[src/rtl/vnp_pkg.sv]
// ----------------------------------------------------------------------------
// vnp_pkg
// Shared widths, constants and stage payload types for the 3D vector
// normalise / project pipeline.
// ----------------------------------------------------------------------------
`timescale 1ns / 1ps
`default_nettype none

package vnp_pkg;

  // component format
  localparam int COMP_WIDTH = 32;
  localparam int FRAC_BITS  = 16;
  localparam int CW         = COMP_WIDTH;
  localparam int EPS_W      = 16;

  // squared length, accumulator and rescaled magnitude widths
  localparam int SQ_W  = 2 * CW;
  localparam int ACC_W = 64;
  localparam int RM_W  = ACC_W - FRAC_BITS;

  // divider widths: numerator and quotient bits
  localparam int NUM_W = CW + FRAC_BITS;
  localparam int QW    = FRAC_BITS + 1;

  // split point of the wide dot-product scale multiply
  localparam int LO_W    = 32;
  localparam int HI_KEEP = ACC_W - LO_W;

  // stage counts
  localparam int PROJ_LAT = 9;
  localparam int LATENCY  = 5 + CW + 1 + QW + 1 + PROJ_LAT + 1;

  // constants
  localparam logic [EPS_W-1:0] EPS_RESET  = EPS_W'(7);
  localparam logic [SQ_W-1:0]  ONE_SQ     = SQ_W'(1) << (2 * FRAC_BITS);
  localparam logic [ACC_W-1:0] ROUND_HALF = ACC_W'(1) << (FRAC_BITS - 1);
  localparam logic [RM_W-1:0]  NEG_LIM    = RM_W'(1) << (CW - 1);
  localparam logic [RM_W-1:0]  POS_LIM    = (RM_W'(1) << (CW - 1)) - RM_W'(1);
  localparam logic [CW-1:0]    COMP_MIN   = {1'b1, {(CW - 1){1'b0}}};
  localparam logic [CW-1:0]    COMP_MAX   = {1'b0, {(CW - 1){1'b1}}};

  typedef logic [2:0][CW-1:0]   vec3_t;
  typedef logic [2:0][RM_W-1:0] rmag3_t;

  // payload ahead of and through the square root
  typedef struct packed {
    logic  kind;
    vec3_t vec;
    vec3_t a;
    vec3_t mag;
    logic  unit;
  } front_t;

  // payload through the dividers
  typedef struct packed {
    logic  kind;
    vec3_t vec;
    vec3_t a;
    logic  skip;
  } mid_t;

  // payload through the projection back end
  typedef struct packed {
    logic  kind;
    vec3_t u;
    logic  skip;
  } back_t;

endpackage

`default_nettype wire

[src/rtl/vnp_isqrt.sv]
// ----------------------------------------------------------------------------
// vnp_isqrt
// Pipelined integer square root, one result bit per stage.
// ----------------------------------------------------------------------------
`timescale 1ns / 1ps
`default_nettype none

module vnp_isqrt (
  input  wire logic                      clk,
  input  wire logic                      en,
  input  wire logic [vnp_pkg::SQ_W-1:0]  s,
  output logic      [vnp_pkg::CW-1:0]    root
);

  localparam int CW   = vnp_pkg::CW;
  localparam int SQ_W = vnp_pkg::SQ_W;

  logic [CW+1:0]   rem  [CW];
  logic [CW-1:0]   rt   [CW];
  logic [SQ_W-1:0] bits [CW];

  for (genvar j = 0; j < CW; j++) begin : g_stage
    logic [CW+1:0]   rem_in;
    logic [CW-1:0]   rt_in;
    logic [SQ_W-1:0] bits_in;
    logic [CW+3:0]   rem4;
    logic [CW+3:0]   trial;
    logic [CW+3:0]   diff;
    logic            ge;

    // operands from the previous stage
    if (j == 0) begin : g_first
      assign rem_in  = '0;
      assign rt_in   = '0;
      assign bits_in = s;
    end else begin : g_next
      assign rem_in  = rem[j-1];
      assign rt_in   = rt[j-1];
      assign bits_in = bits[j-1];
    end

    // bring down two bits, try 4*root+1
    assign rem4  = {rem_in, bits_in[SQ_W-1 -: 2]};
    assign trial = {2'b00, rt_in, 2'b01};
    assign diff  = rem4 - trial;
    assign ge    = (rem4 >= trial);

    always_ff @(posedge clk) begin
      if (en) begin
        rem[j]  <= ge ? diff[CW+1:0] : rem4[CW+1:0];
        rt[j]   <= {rt_in[CW-2:0], ge};
        bits[j] <= bits_in << 2;
      end
    end
  end

  assign root = rt[CW-1];

endmodule

`default_nettype wire

[config.mk]
export PLATFORM = sky130hd
export DESIGN_NAME = vnp_isqrt
export DESIGN_NICKNAME = d
export VERILOG_FILES = /design/src/rtl/vnp_pkg.sv /design/src/rtl/vnp_isqrt.sv
export SDC_FILE = /design/constraint.sdc
export NUM_CORES = 2
export LEC_CHECK = 0
export ABC_AREA = 0
export BUFFER_PORTS_ARGS = -buffer_cell sky130_fd_sc_hd__buf_4
export CAP_MARGIN = 20
export CORE_MARGIN = 4
export CORE_UTILIZATION = 45
export CTS_CLUSTER_SIZE = 25
export DETAILED_ROUTE_END_ITERATION = 6
export GPL_TIMING_DRIVEN = 0
export REMOVE_ABC_BUFFERS = 1
export SLEW_MARGIN = 30
export SYNTH_ARGS = -nofsm -noshare
export SYNTH_HDL_FRONTEND = slang
export SYNTH_MEMORY_MAX_BITS = 65536
export SYNTH_SLANG_ARGS = --single-unit
[constraint.sdc]
create_clock -name clk -period 5 [get_ports clk]
set_input_delay 0.75 -clock clk [delete_from_list [all_inputs] [get_ports clk]]
set_output_delay 0.75 -clock clk [all_outputs]
set_load 0.1 [all_outputs]
==> out/summary.md <==
* complete, no violations — result of the run
* 12.9 um^2 — Post-Synthesis Mean Instance Area
* 2523 — clock sink total
* 232 mm — final wirelength
* 187 — Std-Cell Rows
* edfxtp_1 (64%), ha_1 (6.0%), xnor2_1 (3.3%), xor2_1 (3.1%), a21oi_1 (2.4%) — dominant cells by area after synthesis
* 7.46% — share of post-route cells with drive strength above 1
* 0 — final-report setup violation count
* 520 um — Die Height
* edfxtp_1 — largest area contributor in the netlist
* 5209 — DRC violation total after the first TritonRoute iteration
* rem[1][244]$_DFFE_PP_ — reg-to-reg critical path startpoint
* 0 ns — final setup TNS
* 0.0485 ns — final worst clock skew
* 0.0607 W — total design power
* 5.36 — via count normalized by instance count
* 11 — count of cells along the worst register-to-register path
* 2523 — number of synthesized register bits
* reg -> reg — crit path kind
* 0.0436 W — Int Pwr
* 32.9% — Worst slew margin
* 0.999 ns — transition at the pin with the smallest max-transition slack
* rem[1][244]$_DFFE_PP_ — launching instance or port of the critical path
* 0 — number of setup buffers added after CTS
* 167 mm — Post-DP HPWL
* 457 nW/um^2 — total power per unit cell area
* 0 — Remaining DRCs
* 5.57 ns — Critical Path RT
* false — RSZ-0062 raised after global routing
* flip-flop — category of the worst setup path launch point
* 97 — PortBufs
* clkbuf_16 — cell chosen for the clock root
* 28.2% — switching share of total power
* 520 um — die width
* 16.8% — overall fraction of global-route tracks in use
* 0 — Remaining Overflow, GRT
* 64.3% — area fraction of the dominant cell type after synthesis
* 260000 um^2 — Core Footprint
* 98 — IO Count
* 68800 — via count of the first global-routing pass
* 0 — number of slew-limit violations in the final report
* 0.0910 ns — post-route worst hold slack
* 0 — synthesis warning total
* flip-flop — critical path capture point type
* 10000 — Net count, final
* 4.65 ns — time the worst path needs with I/O delays and setup
* 46.8% — Reg power frac
* 0.90 ns — clk_lat worst skew
* 45.3% — Initial Util
* 0.0171 W — sw power
* 0% — Async SR Flop Fraction
* built — CTS tree
* 5 — number of H-tree branching levels
* 0 — Final Hold Fails
* s[26] — hold path start
* 9109 — number of cells produced by synthesis
* 0.890 — routability-driven placement congestion ratio
* 0.000353 V — IR Drop Worst-Case VDD
* 2523 — Post-synth EDFFs
* 64.3% — sequential area share after synthesis
* 0 — max capacitance violation total
* 33.3% — Clock power frac
* 0 — Antenna Nets Post-Route
* 6 — TritonRoute pass-1 iters
* 12.9% — area growth from synthesis to layout
* 17.7 um — Avg WL per Cell
* 118000 um^2 — cell area after synthesis
* 373 mm — global-route wire length before repair
* 1 — WHS Path Cells
* 4 — CTS max path bufs
* 25 — largest fanout on the critical path
* 92 — synth unique cells
* in -> reg — Hold Path Class
* 93.0% — crit share post-route
* 19.9% — part of the power in combinational logic
* 270000 um^2 — Die Footprint
* 5.22 ns — Crit path arrival time
* 0.215 GHz — Achievable Freq
* 283 — TritonCTS Buffers
* 7 — antenna violations before repair
* 50.2 nW — P_leak
* 70400 — via count of the routed design
* edfxtp_1 — Post-synth top flop
* 140 — largest net degree at the start of global routing
* 0.06 ns — clk slew on worst S/H paths
synthesized netlist by cell type (all sizes together), types with 62 or more instances:
cell type,n
xnor2,437
nand4,84
nor2,525
a211oi,69
ha,562
or3,100
inv,708
xor2,413
nand2b,140
o21ai,507
nand3,136
nor2b,63
nand2,639
edfxtp,2523
a21oi,563
clkbuf,155
nor4,124
o21a,94
or4,79
nor3,209
a21o,227
mux2,62
power groups by stage:
stage | clock (W) | combinational [W] | sequential, W
finish | 0.0202 | 0.0121 | 0.0284
global route | 0.0218 | 0.0136 | 0.0287
CTS | 0.0209 | 0.0121 | 0.0285
detailed placement | 0 | 0.0120 | 0.0289
global placement | 0 | 0.0117 | 0.0298
floorplan | 0 | 0.00882 | 0.0282
cells in the final DEF (no fill, tap or decap), types with 44 or more instances in the layout:
master and instances:
nor2b_1 62, nor3_1 206, nand2b_1 140, o21ai_0 501, clkbuf_1 47, a211oi_1 66
xor2_1 413, and3_1 51, o21bai_1 44, inv_1 707, buf_4 99, a21o_1 226
dlygate4sd3_1 59, o31ai_1 56, nand2_1 638, nor2_1 524, or4_1 78, nand3_1 135
o21a_1 94, a21oi_1 563, or3_1 100, or2_2 46, ha_1 562, clkinv_2 50
nand4_1 84, mux2_2 62, a31oi_1 49, nor4_1 117, edfxtp_1 2523, clkbuf_16 287
xnor2_1 437, clkinv_1 56
final timing paths:
| check | endpoint | slack (ns) |
|---|---|---|
| hold / removal | bits[0][26]$_DFFE_PP_ | 0.09 |
| setup reg to reg | rem[1][302]$_DFFE_PP_ | 0.35 |
| setup / recovery | rem[1][302]$_DFFE_PP_ | 0.35 |
| hold reg to reg | bits[1][291]$_DFFE_PP_ | 0.39 |
registers in the layout (all words and copies together) (netlist names):
signal,count
rem,1003
bits,992
rt,528
per-stage QoR:
stage / cell area [um^2] / worst slack, ns / cells / util, %
CTS: 133000 / 0.344 / 13100 / 51.1
global placement: 122000 / -19.76 / 12500 / 47.0
finish: 133000 / 0.349 / 13100 / 51.1
global route: 133000 / 0.128 / 13100 / 51.1
detailed placement: 123000 / -0.654 / 12600 / 47.4
floorplan: 117000 / -0.810 / 8934 / -
layout make-up:
class | count | area (um^2)
Multi-Input combinational cell | 5702 | 38800
Sequential cell | 2523 | 75800
Antenna cell | 2 | 5.00
Tap cell | 3496 | 4370
Clock buffer | 333 | 7330
Inverter | 709 | 2660
Clock inverter | 172 | 1710
Fill cell | 22100 | 127000
Timing Repair Buffer | 199 | 2240
per-layer routing:
layer | routed length (um) | track usage [%] | vias up
li1 | - | - | 34500
met3 | 10300 | 2.10 | 397
met1 | 108000 | 24.3 | 34100
met4 | 6120 | 4.84 | 0
met2 | 107000 | 26.9 | 1440
met5 | 0 | 0 | -
what timing repair did:
action / CTS / global route
hold endpoints to repair: 59 / 0
gates resized for setup: 1 / 0
hold buffers: 59 / 0
setup endpoints to repair: 1 / 62
pin swaps: 0 / 0
gates cloned: 0 / 1
cells by family (layout without fill, tap and decap cells):
| kind of cell | count (synthesis) | after routing | share of synthesized area, % |
|---|---|---|---|
| xor+xnor | 850 | 850 | 6.32 |
| mux | 72 | 72 | 0.678 |
| fa+ha+maj | 562 | 562 | 5.97 |
| flops | 2523 | 2523 | 64.3 |
| other cells | 1 | 3 | 0.00318 |
| compound gates | 1856 | 1856 | 9.74 |
| simple gates | 2361 | 2361 | 10.1 |
| buf+inv | 884 | 1413 | 2.83 |
worst max-delay path: stages (launching register included):
cell,delay [ns]
edfxtp_1,0.41
ha_1,0.43
nand3_1,0.17
nor3_1,0.54
a21oi_1,0.21
o22a_1,0.26
a41oi_1,0.65
a31oi_4,0.39
inv_1,0.45
nand3_1,0.21
a2111oi_0,0.52
xor2_1,0.11
Power figures use the tool's default switching activity.
