### src/rtl/vnp_pkg.sv
// ----------------------------------------------------------------------------
// vnp_pkg
// Shared widths, constants and stage payload types for the 3D vector
// normalise / project pipeline.
// ----------------------------------------------------------------------------
`timescale 1ns / 1ps
`default_nettype none

package vnp_pkg;

  // component format
  localparam int COMP_WIDTH = 32;
  localparam int FRAC_BITS  = 16;
  localparam int CW         = COMP_WIDTH;
  localparam int EPS_W      = 16;

  // squared length, accumulator and rescaled magnitude widths
  localparam int SQ_W  = 2 * CW;
  localparam int ACC_W = 64;
  localparam int RM_W  = ACC_W - FRAC_BITS;

  // divider widths: numerator and quotient bits
  localparam int NUM_W = CW + FRAC_BITS;
  localparam int QW    = FRAC_BITS + 1;

  // split point of the wide dot-product scale multiply
  localparam int LO_W    = 32;
  localparam int HI_KEEP = ACC_W - LO_W;

  // stage counts
  localparam int PROJ_LAT = 9;
  localparam int LATENCY  = 5 + CW + 1 + QW + 1 + PROJ_LAT + 1;

  // constants
  localparam logic [EPS_W-1:0] EPS_RESET  = EPS_W'(7);
  localparam logic [SQ_W-1:0]  ONE_SQ     = SQ_W'(1) << (2 * FRAC_BITS);
  localparam logic [ACC_W-1:0] ROUND_HALF = ACC_W'(1) << (FRAC_BITS - 1);
  localparam logic [RM_W-1:0]  NEG_LIM    = RM_W'(1) << (CW - 1);
  localparam logic [RM_W-1:0]  POS_LIM    = (RM_W'(1) << (CW - 1)) - RM_W'(1);
  localparam logic [CW-1:0]    COMP_MIN   = {1'b1, {(CW - 1){1'b0}}};
  localparam logic [CW-1:0]    COMP_MAX   = {1'b0, {(CW - 1){1'b1}}};

  typedef logic [2:0][CW-1:0]   vec3_t;
  typedef logic [2:0][RM_W-1:0] rmag3_t;

  // payload ahead of and through the square root
  typedef struct packed {
    logic  kind;
    vec3_t vec;
    vec3_t a;
    vec3_t mag;
    logic  unit;
  } front_t;

  // payload through the dividers
  typedef struct packed {
    logic  kind;
    vec3_t vec;
    vec3_t a;
    logic  skip;
  } mid_t;

  // payload through the projection back end
  typedef struct packed {
    logic  kind;
    vec3_t u;
    logic  skip;
  } back_t;

endpackage

`default_nettype wire

### src/rtl/vnp_div.sv
// ----------------------------------------------------------------------------
// vnp_div
// Pipelined restoring divider lane, one quotient bit per stage.
// ----------------------------------------------------------------------------
`timescale 1ns / 1ps
`default_nettype none

module vnp_div (
  input  wire logic                       clk,
  input  wire logic                       en,
  input  wire logic [vnp_pkg::NUM_W-1:0]  num,
  input  wire logic [vnp_pkg::CW-1:0]     den,
  output logic      [vnp_pkg::QW-1:0]     quo
);

  localparam int CW    = vnp_pkg::CW;
  localparam int QW    = vnp_pkg::QW;
  localparam int NUM_W = vnp_pkg::NUM_W;

  logic [CW-1:0] rem  [QW];
  logic [QW-1:0] low  [QW];
  logic [QW-1:0] q    [QW];
  logic [CW-1:0] dv   [QW];

  for (genvar k = 0; k < QW; k++) begin : g_stage
    logic [CW-1:0] rem_in;
    logic [QW-1:0] low_in;
    logic [QW-1:0] q_in;
    logic [CW-1:0] dv_in;
    logic [CW:0]   r2;
    logic [CW:0]   diff;
    logic          ge;

    // upper numerator bits start as the partial remainder
    if (k == 0) begin : g_first
      assign rem_in = CW'(num[NUM_W-1:QW]);
      assign low_in = num[QW-1:0];
      assign q_in   = '0;
      assign dv_in  = den;
    end else begin : g_next
      assign rem_in = rem[k-1];
      assign low_in = low[k-1];
      assign q_in   = q[k-1];
      assign dv_in  = dv[k-1];
    end

    // shift in next bit, subtract when it fits
    assign r2   = {rem_in, low_in[QW-1]};
    assign diff = r2 - {1'b0, dv_in};
    assign ge   = (r2 >= {1'b0, dv_in});

    always_ff @(posedge clk) begin
      if (en) begin
        rem[k] <= ge ? diff[CW-1:0] : r2[CW-1:0];
        low[k] <= low_in << 1;
        q[k]   <= {q_in[QW-2:0], ge};
        dv[k]  <= dv_in;
      end
    end
  end

  assign quo = q[QW-1];

endmodule

`default_nettype wire

### config.mk
export PLATFORM = sky130hd
export DESIGN_NAME = vnp_div
export DESIGN_NICKNAME = d
export VERILOG_FILES = /design/src/rtl/vnp_pkg.sv /design/src/rtl/vnp_div.sv
export SDC_FILE = /design/constraint.sdc
export NUM_CORES = 2
export LEC_CHECK = 0
export CORE_MARGIN = 4
export CORE_UTILIZATION = 40
export DETAILED_ROUTE_END_ITERATION = 12
export DONT_BUFFER_PORTS = 1
export GPL_ROUTABILITY_DRIVEN = 0
export PLACE_DENSITY_LB_ADDON = 0.2
export SYNTH_ARGS = -nofsm -noshare
export SYNTH_HDL_FRONTEND = slang
export SYNTH_SLANG_ARGS = --single-unit
### constraint.sdc
create_clock -name clk -period 3.64 [get_ports clk]
set_input_delay 0.728 -clock clk [delete_from_list [all_inputs] [get_ports clk]]
set_output_delay 0.728 -clock clk [all_outputs]
set_load 0.05 [all_outputs]
==> metrics <==
clk root buf=clkbuf_16; Worst-Skew Late Latency=0.80 ns; Sw Ratio=35.9%; Max-Cap Viols=0; Setup WS post-layout=0.000513 ns; Die Wd=439 um; Flop pwr share=31.6%; core area=185000 um2; Worst EP arrival=4.18 ns; VDD IR max=0.497 mV; largest net degree at the start of global routing=97; Post-synth ARST share=0%; area of the multi-input gates=32300 um2; I/O pins=99; max layer used=met4; max-slew violations=0; status=complete, no violations; Total Power=76.9 mW; CP endpoint kind=register; DR WL met2=91.2 mm; CTS Buffer Depth=3; cell accounting for the most synthesized area=edfxtp_1; vias in the first global route=52000; sequential area share after synthesis=53.0%; Max FO, Critical Path=33; Post-DP HPWL=125 mm; Worst-path clk slew=0.06 ns; initial antenna violation count=1; Util after Layout=46.9%; final setup vio count=0; TritonCTS Sinks=1313; fin crit share=100%; Synth top area share=53.0%; DRC=0; Port Buffers=0; global-route wire length before repair=260 mm; die area=193000 um2; # rows=158; post-synth cell types=97; initial core utilization=40.2%; worst slew pin tran=0.790 ns; Final ANT Viol Nets=0; M1 WL=56.1 mm; worst r2r dst=rem[0][166]$_DFFE_PP_; yosys warns=0; via/cell ratio=5.19; unrepaired setup endpoints after global routing=true; Hold Vio Cnt, Final=0; Routed WL per cell=17.0 um; post-synthesis cell area=74500 um2; Post-Syn Nets=7120; pre-CTS WS=-0.334 ns; DRT Pass-1 Iters=5; largest cells by area after synthesis=edfxtp_1 53%, ha_1 9.1%, mux2_2 3.7%; Min-Delay Endpoint=rem[0][18]$_DFFE_PP_; P_int=49.3 mW; Max-slew headroom=46.9%; Total Wirelength=163 mm; area delta synth->final=16.8%; Worst Hold Depth=1; Post-Synthesis Cells=6478; nets@finish=7638; dominant synthesized flop cell=edfxtp_1; Routed met3 length=4.82 mm; Starting DRT DRC Count=2206; Leak=35.8 nW; CP Launch Type=register; CTS tree=done; hold_sp=num[34]; number of synthesized flops with an enable pin=1313; critical path class=register to register; number of synthesized register bits=1313; share of cells above drive strength 1=16.1%; Pwr per Cell Area=884 nW/um2; Comb power frac=49.4%; H-tree levels=4; grt ovf=0; CP required=4.18 ns; Avg Cell Area, Syn=11.5 um2; Hold WC Path Type=primary input to register; Fill cells=16600; Worst Clk Skew=0.0366 ns; clock network fraction of design power=18.9%; GR Util All Layers=16.8%; CTS buffer count=154; fin crit period=3.64 ns; Register-to-Register Path Depth=12; Switch Pwr=27.6 mW; RR Startpoint=rem[0][141]$_DFFE_PP_; Max Clock Freq=275 MHz; Die Height=439 um; worst reg2reg setup slack=0.0005 ns; Reg area=39400 um2; Via Count=49800
-- synthesized netlist by cell type, types with 38 or more instances --
cell / instances
edfxtp_1: 1313
inv_1: 667
ha_1: 544
a21oi_1: 531
nand2_1: 426
o21ai_0: 366
nor2_1: 348
xnor2_1: 274
a21o_1: 267
mux2_2: 245
xor2_1: 165
clkbuf_1: 132
nand3_1: 106
nand4_1: 101
o21a_1: 79
nor2b_1: 74
o21bai_1: 74
nor3_1: 62
mux2_4: 59
nand2b_1: 55
a31oi_1: 44
a211oi_1: 41
and3_1: 40
o31ai_1: 38
-- stage by stage --
step / std cells / setup TNS [ns] / hold slack [ns] / instance area, um2
detailed placement: 9244 / -32.89 / 0.405 / 80800
finish: 9596 / 0 / 0.148 / 86900
global route: 9596 / -5.96 / 0.0824 / 86900
global placement: 9244 / -30.05 / 0.401 / 80800
floorplan: 6478 / 0 / 0.400 / 74500
CTS: 9577 / -0.107 / 0.0530 / 86500
-- layout by cell type, fill, tap and decap left out, drive strengths merged, types with 40 or more instances in the layout --
master / instances
edfxtp: 1313
a31oi: 45
nand3: 107
xor2: 165
clkbuf: 191
and3: 40
a21oi: 533
clkinv: 74
ha: 544
buf: 490
dlygate4sd3: 48
nor3: 62
o21bai: 74
a21o: 267
inv: 670
xnor2: 274
o21ai: 380
a211oi: 42
nand2b: 55
mux2: 307
o31ai: 40
nor2: 348
nand4: 101
o21a: 79
nor2b: 74
nand2: 426
-- power groups by stage --
stage | Sequential [mW] | Clock (mW) | Combinational (mW)
2_1_floorplan | 23.8 | 0 | 26.6
3_3_place_gp | 24.6 | 0 | 35.9
3_5_place_dp | 24.6 | 0 | 36.5
4_1_cts | 24.3 | 15.1 | 37.4
5_1_grt | 24.7 | 15.8 | 41.9
6_report | 24.3 | 14.6 | 38.0
-- metal layers --
| layer | vias to the layer above | GRT usage [%] |
|---|---|---|
| met5 | - | 0 |
| met1 | 23600 | 15.4 |
| met4 | 0 | 11.0 |
| li1 | 24800 | - |
| met2 | 953 | 33.8 |
| met3 | 518 | 2.40 |
-- timing repair --
| action | in CTS | in global routing |
|---|---|---|
| buffers inserted | 7 | 16 |
| endpoints found under the hold margin | 48 | 0 |
| gates resized for setup | 47 | 75 |
| cloned | 3 | 3 |
| endpoints found under the setup margin | 226 | 314 |
| pin swaps | 14 | 36 |
| hold buffers | 48 | 0 |
-- state kept, by name, indices dropped and copies added (netlist names) --
signal / flops
low: 136
rem: 512
dv: 512
q: 153
-- worst max path at each step --
stage,startpoint,depth (start not counted),slack [ns],endpoint
2_1_floorplan,num[16],14,0.04,rem[0][25]$_DFFE_PP_
3_3_place_gp,num[16],15,-0.42,rem[0][24]$_DFFE_PP_
6_report,rem[0][141]$_DFFE_PP_,12,0.0005,rem[0][166]$_DFFE_PP_
5_1_grt,rem[0][138]$_DFFE_PP_,13,-0.13,rem[0][180]$_DFFE_PP_
4_1_cts,rem[0][224]$_DFFE_PP_,13,-0.01,rem[0][263]$_DFFE_PP_
3_5_place_dp,num[16],15,-0.33,rem[0][29]$_DFFE_PP_
-- cells by family (layout without fill, tap and decap cells) --
| family | count (synthesis) | after routing | synth area share, % |
|---|---|---|---|
| flops | 1313 | 1313 | 53.0 |
| other cells | 0 | 1 | 0 |
| simple gates | 1310 | 1310 | 8.22 |
| mux | 333 | 333 | 5.29 |
| fa+ha+maj | 560 | 560 | 9.57 |
| buf+inv | 846 | 1483 | 4.49 |
| xor+xnor | 439 | 439 | 5.16 |
| compound gates | 1677 | 1677 | 14.3 |
-- layout make-up --
| type | count | share of cell area (%) |
|---|---|---|
| Sequential cell | 1313 | 45.3 |
| Clock buffer | 189 | 4.71 |
| Tap cell | 2480 | 3.57 |
| Clock inverter | 86 | 0.849 |
| Antenna cell | 1 | 0.00288 |
| Timing Repair Buffer | 541 | 5.49 |
| Multi-Input combinational cell | 4319 | 37.2 |
| Inverter | 667 | 2.88 |
-- worst max-delay path, cell delays in order (launching register included) --
cell and delay (ns):
edfxtp_1 0.40, ha_1 0.33, a21o_1 0.18, a21o_1 0.18
a21o_1 0.19, a21o_1 0.18, a21oi_1 0.32, a41oi_4 0.19
o41ai_4 0.33, o21ai_1 0.15, a211o_2 0.37, buf_12 0.18
mux2_4 0.32
No activity file was read; power rests on OpenSTA's default activity.
